File: src/hw/rtl/wl_ram.sv
// wl_ram: generic single-port ram with registered read
// no dependencies
module wl_ram #(
  parameter int unsigned Width = 8,
  parameter int unsigned Depth = 256
) (
  input  logic                     clk_i,
  input  logic                     we_i,
  input  logic [$clog2(Depth)-1:0] addr_i,
  input  logic [Width-1:0]         wdata_i,
  output logic [Width-1:0]         rdata_o
);
  logic [Width-1:0] mem_q [Depth];
  always_ff @(posedge clk_i) begin
    if (we_i) mem_q[addr_i] <= wdata_i;
    rdata_o <= mem_q[addr_i];
  end
endmodule
File: config.mk
export PLATFORM = sky130hd
export DESIGN_NAME = wl_ram
export DESIGN_NICKNAME = d
export VERILOG_FILES = /design/src/hw/rtl/wl_ram.sv
export SDC_FILE = /design/constraint.sdc
export NUM_CORES = 2
export LEC_CHECK = 0
export CAP_MARGIN = 10
export CORE_ASPECT_RATIO = 1.4
export CORE_MARGIN = 2
export CORE_UTILIZATION = 30
export CTS_CLUSTER_DIAMETER = 200
export CTS_CLUSTER_SIZE = 8
export DETAILED_ROUTE_END_ITERATION = 8
export DONT_BUFFER_PORTS = 1
export SLEW_MARGIN = 10
export SYNTH_ARGS = -nofsm -noshare
export SYNTH_HDL_FRONTEND = slang
export SYNTH_SLANG_ARGS = --single-unit
File: constraint.sdc
create_clock -name clk_i -period 3.15 [get_ports clk_i]
set_clock_uncertainty 0.2 [all_clocks]
set_input_delay 0.63 -clock clk_i [delete_from_list [all_inputs] [get_ports clk_i]]
set_output_delay 0.63 -clock clk_i [all_outputs]
set_load 0.005 [all_outputs]
Word-level counts from Yosys, hierarchy flattened
Memory sizes are Yosys's and may differ from the RTL's. A register that Yosys moved wholly into a read port is not among the register bits.
Cells that the tools add are included.

word-level totals
  flip-flop bits (word level) = 0
  bits in writable memories = 2048
  input port bits = 18
  output and inout bits = 8
  word-level logic and storage cells = 3
  memories kept = 1

memories
  memory  depth  width  rd ports  clocked after memory_dff  wr ports  line  text
  mem_q   256    8      1         1                         1         13    logic [Width-1:0] mem_q [Depth];

cells by class
  muxes and demuxes = 2

operator list
  operator           count
  1-bit two-way mux  2

Depth between registers and ports, before layout
  depth in word-level cells = 2
  depth in mapped cells = 10

Worst setup path after synthesis
OpenSTA, ideal clock, no wires.

  path kind = input-to-reg
  start = in addr_i[1]
  end = mem mem_q[111][0], enable pin
  setup time = 0.370 ns
  arrival time = 2.479 ns
  setup slack = 0.101 ns
  stages = 9
  cell sequence = buf_2 > clkbuf_1 > clkbuf_1 > nand2_1 > buf_2 > nor2_1 > nand2_1 > clkbuf_1 > nor2_1

RTL lines
  what                line  text
  start: declaration  9     input logic [$clog2(Depth)-1:0] addr_i,
  end: declaration    13

Straight into the memory's write port.

==> results by group <==
Drt
  – Drt pass-1 iters: 6
  – Antenna viol nets, final: 0
  – Routed len/inst: roughly 28 um
  – Drt total wl: 212000 um
  – DR vias: 39.0k
  – Drt drc: 0
  – Number of DRC markers in iteration 0: 3697
  – Via density: approximately 5.1

Floorplan
  – Die H: 609 um
  – Die area: 266000 um2
  – Core area: 261000 um2
  – Ports: 26
  – Cell Rows: 222
  – Die width: 436 um
  – Initial Util: 30.1%

CTS
  – CTS tree: built
  – Worst-Skew Late Latency: 830 ps
  – Num CTS Buffers: 298
  – Root buffer cell: clkbuf_16
  – Bufs on Longest Clock Path: 4
  – Clk pin slew, worst setup/hold paths: 50 ps
  – Number of post-CTS setup repair buffers: 0
  – CTS HTree Levels: 5
  – TritonCTS sink count: 2056

Timing
  – Final Hold Fails: 0
  – Worst-Margin Slew: 1230 ps
  – Final WS setup: 34.2 ps
  – Normalized max-slew margin: 18.2%
  – Final Setup Violations: 0
  – Min cycle time layout: 3120 ps
  – Final period utilization: 98.9%
  – Fmax: around 320 MHz
  – Max-slew violations: 0
  – Worst hold slack: 16.6 ps
  – RSZ-0062 raised after global routing: false

Setup path
  – FF-to-FF Start: mem_q[191][1]$_DFFE_PP_
  – Cell depth of the worst flop-to-flop path: 8
  – Crit. End Element: flip-flop
  – Worst Path Max Fanout: 44
  – Crit Path Class: in2reg
  – Startpoint class of the critical path: input pin
  – R2R Path End: rdata_o[1]$_DFF_P_
  – R2R setup slack: 480 ps
  – CP Data Required Time: about 3700 ps
  – Worst path arrival time: about 3600 ps

Synth
  – Syn nets: 3565
  – Flops & latches, synth: 2056
  – Netlist cell types: 22
  – Synth warn: 0
  – Syn avg cell area: 22.1 um2
  – Sequential share of the synthesized area: 78.6%
  – Main synth FF type: edfxtp_1
  – Ys async rst share: 0%
  – Number of synthesized flops with an enable pin: 2048
  – Syn Inst Count: 3547
  – Synth Cell Area: 78500 um2

Flow run
  – Max Cap Viol: 0

Status
  – Status: completed

Cells and area
  – Layout Nets: 4114
  – Layout cells sized above 1: 32.0%
  – Most common cell after layout, fill and taps aside: edfxtp_1
  – Synth-to-Final Area Change: 20.4%
  – Commonest cells after routing, fill and taps aside: edfxtp_1 (2048), mux4_2 (512), buf_4 (415), clkbuf_16 (318), a22oi_1 (256)

Worst hold path
  – Hold Path End: mem_q[92][6]$_DFFE_PP_
  – HP Class: in2reg
  – Hold depth: 1
  – Min-delay src: wdata_i[6]

Global routing
  – Met3 Usage GRT: 2.27%
  – Largest net degree at the start of global routing: 519
  – First-pass GRT wire length: between 200000 and 300000 um
  – Initial antenna violation count: 3
  – Remaining Overflow, GRT: 0
  – Busiest layer in global routing: met2
  – M2 GR Usage: 27.4%
  – M1 GR Usage: 17.0%
  – Vias in the first global route: 40.8k
  – GRT Total Usage: 14.8%

Power and ir drop
  – Pwr/cell area: roughly 650 nW/um2
  – Leak pwr: between 0.02 and 0.03 uW
  – Max VDD drop: between 0.4 and 0.5 mV

Place
  – GPL Wtd Cong: 0.777
  – DP Worst Slack: -733 ps
  – # port buffers: 0
  – HPWL after DPL: about 110000 um
-- worst max-delay path, cell delays in order --
cell and delay [ps]:
buf_16 260, buf_16 280, buf_16 250, mux4_2 400
a22oi_1 320, a21oi_1 170, o41ai_1 660, buf_4 240
nand4_1 80
-- metrics by stage --
step	instance area, um2	util, %	power, uW	TNS, ps	std cells
floorplan	78500	-	32100	0	3547
global placement	85200	32.7	32500	-6870	7218
detailed placement	85300	32.7	32500	-3000	7220
CTS	93600	35.9	61000	0	7596
global route	94500	36.2	62900	0	7632
finish	94500	36.2	61300	0	7632
-- cell usage after synthesis, types with 16 or more instances --
master | instances | area share, %
edfxtp_1 | 2048 | 78
mux4_2 | 512 | 15
a22oi_1 | 256 | 2.4
nor2_1 | 232 | 1.1
clkbuf_1 | 145 | 0.69
a21oi_1 | 128 | 0.82
buf_2 | 36 | 0.23
o41ai_1 | 32 | 0.36
nor3_1 | 30 | 0.19
nand2_1 | 28 | 0.13
buf_1 | 19 | 0.091
buf_4 | 16 | 0.15
buf_6 | 16 | 0.23
-- sequential cells by signal, indices dropped and copies added, names as in the netlist --
signal / flops
mem_q: 2048
rdata_o: 8
-- layout make-up --
| type | count | area [um2] |
|---|---|---|
| Multi-Input combinational cell | 1258 | 15900 |
| Timing Repair Buffer | 481 | 4670 |
| Clock buffer | 348 | 7790 |
| Tap cell | 3472 | 4340 |
| Fill cell | 23500 | 166000 |
| Sequential cell | 2056 | 61700 |
| Inverter | 1 | 3.75 |
| Antenna cell | 1 | 2.50 |
| Clock inverter | 15 | 195 |
-- how the worst max path moves through the flow --
stage               slack [ps]  cells past startpoint                      end               startpoint
floorplan                  100                      9  mem_q[111][0]$_DFFE_PP_                addr_i[1]
global route                40                      9       rdata_o[3]$_DFF_P_                addr_i[0]
CTS                        140                      6       rdata_o[3]$_DFF_P_  mem_q[110][3]$_DFFE_PP_
detailed placement        -730                      6       rdata_o[6]$_DFF_P_                addr_i[0]
finish                      30                      9       rdata_o[5]$_DFF_P_                addr_i[1]
global placement         -1530                      6       rdata_o[0]$_DFF_P_                addr_i[0]
-- power breakdown --
part / switching [uW] / internal [uW] / total, uW
clock: 11100 / 17200 / 28300
combinational: 1710 / 1030 / 2740
sequential: 64.8 / 30200 / 30300
total: 12900 / 48400 / 61300
-- layer usage --
layer / up-vias / share of wire, %
met5: - / 0.013
met4: 4 / 3.9
met3: 397 / 6.0
met2: 1527 / 54
li1: 16100 / -
met1: 21000 / 36
-- cells by family after synthesis --
group | synth area share (%)
flops | 78.6
compound gates | 3.62
buf+inv | 1.40
mux | 14.7
simple gates | 1.73
-- repair_timing --
| item | CTS | global route |
|---|---|---|
| gates resized for setup | 1 | 7 |
| cloned | 0 | 15 |
| endpoints found under the hold margin | 1372 | 299 |
| endpoints found under the setup margin | 1 | 1189 |
| hold buffers | 13 | 13 |
(Power assumes the default switching activity.)
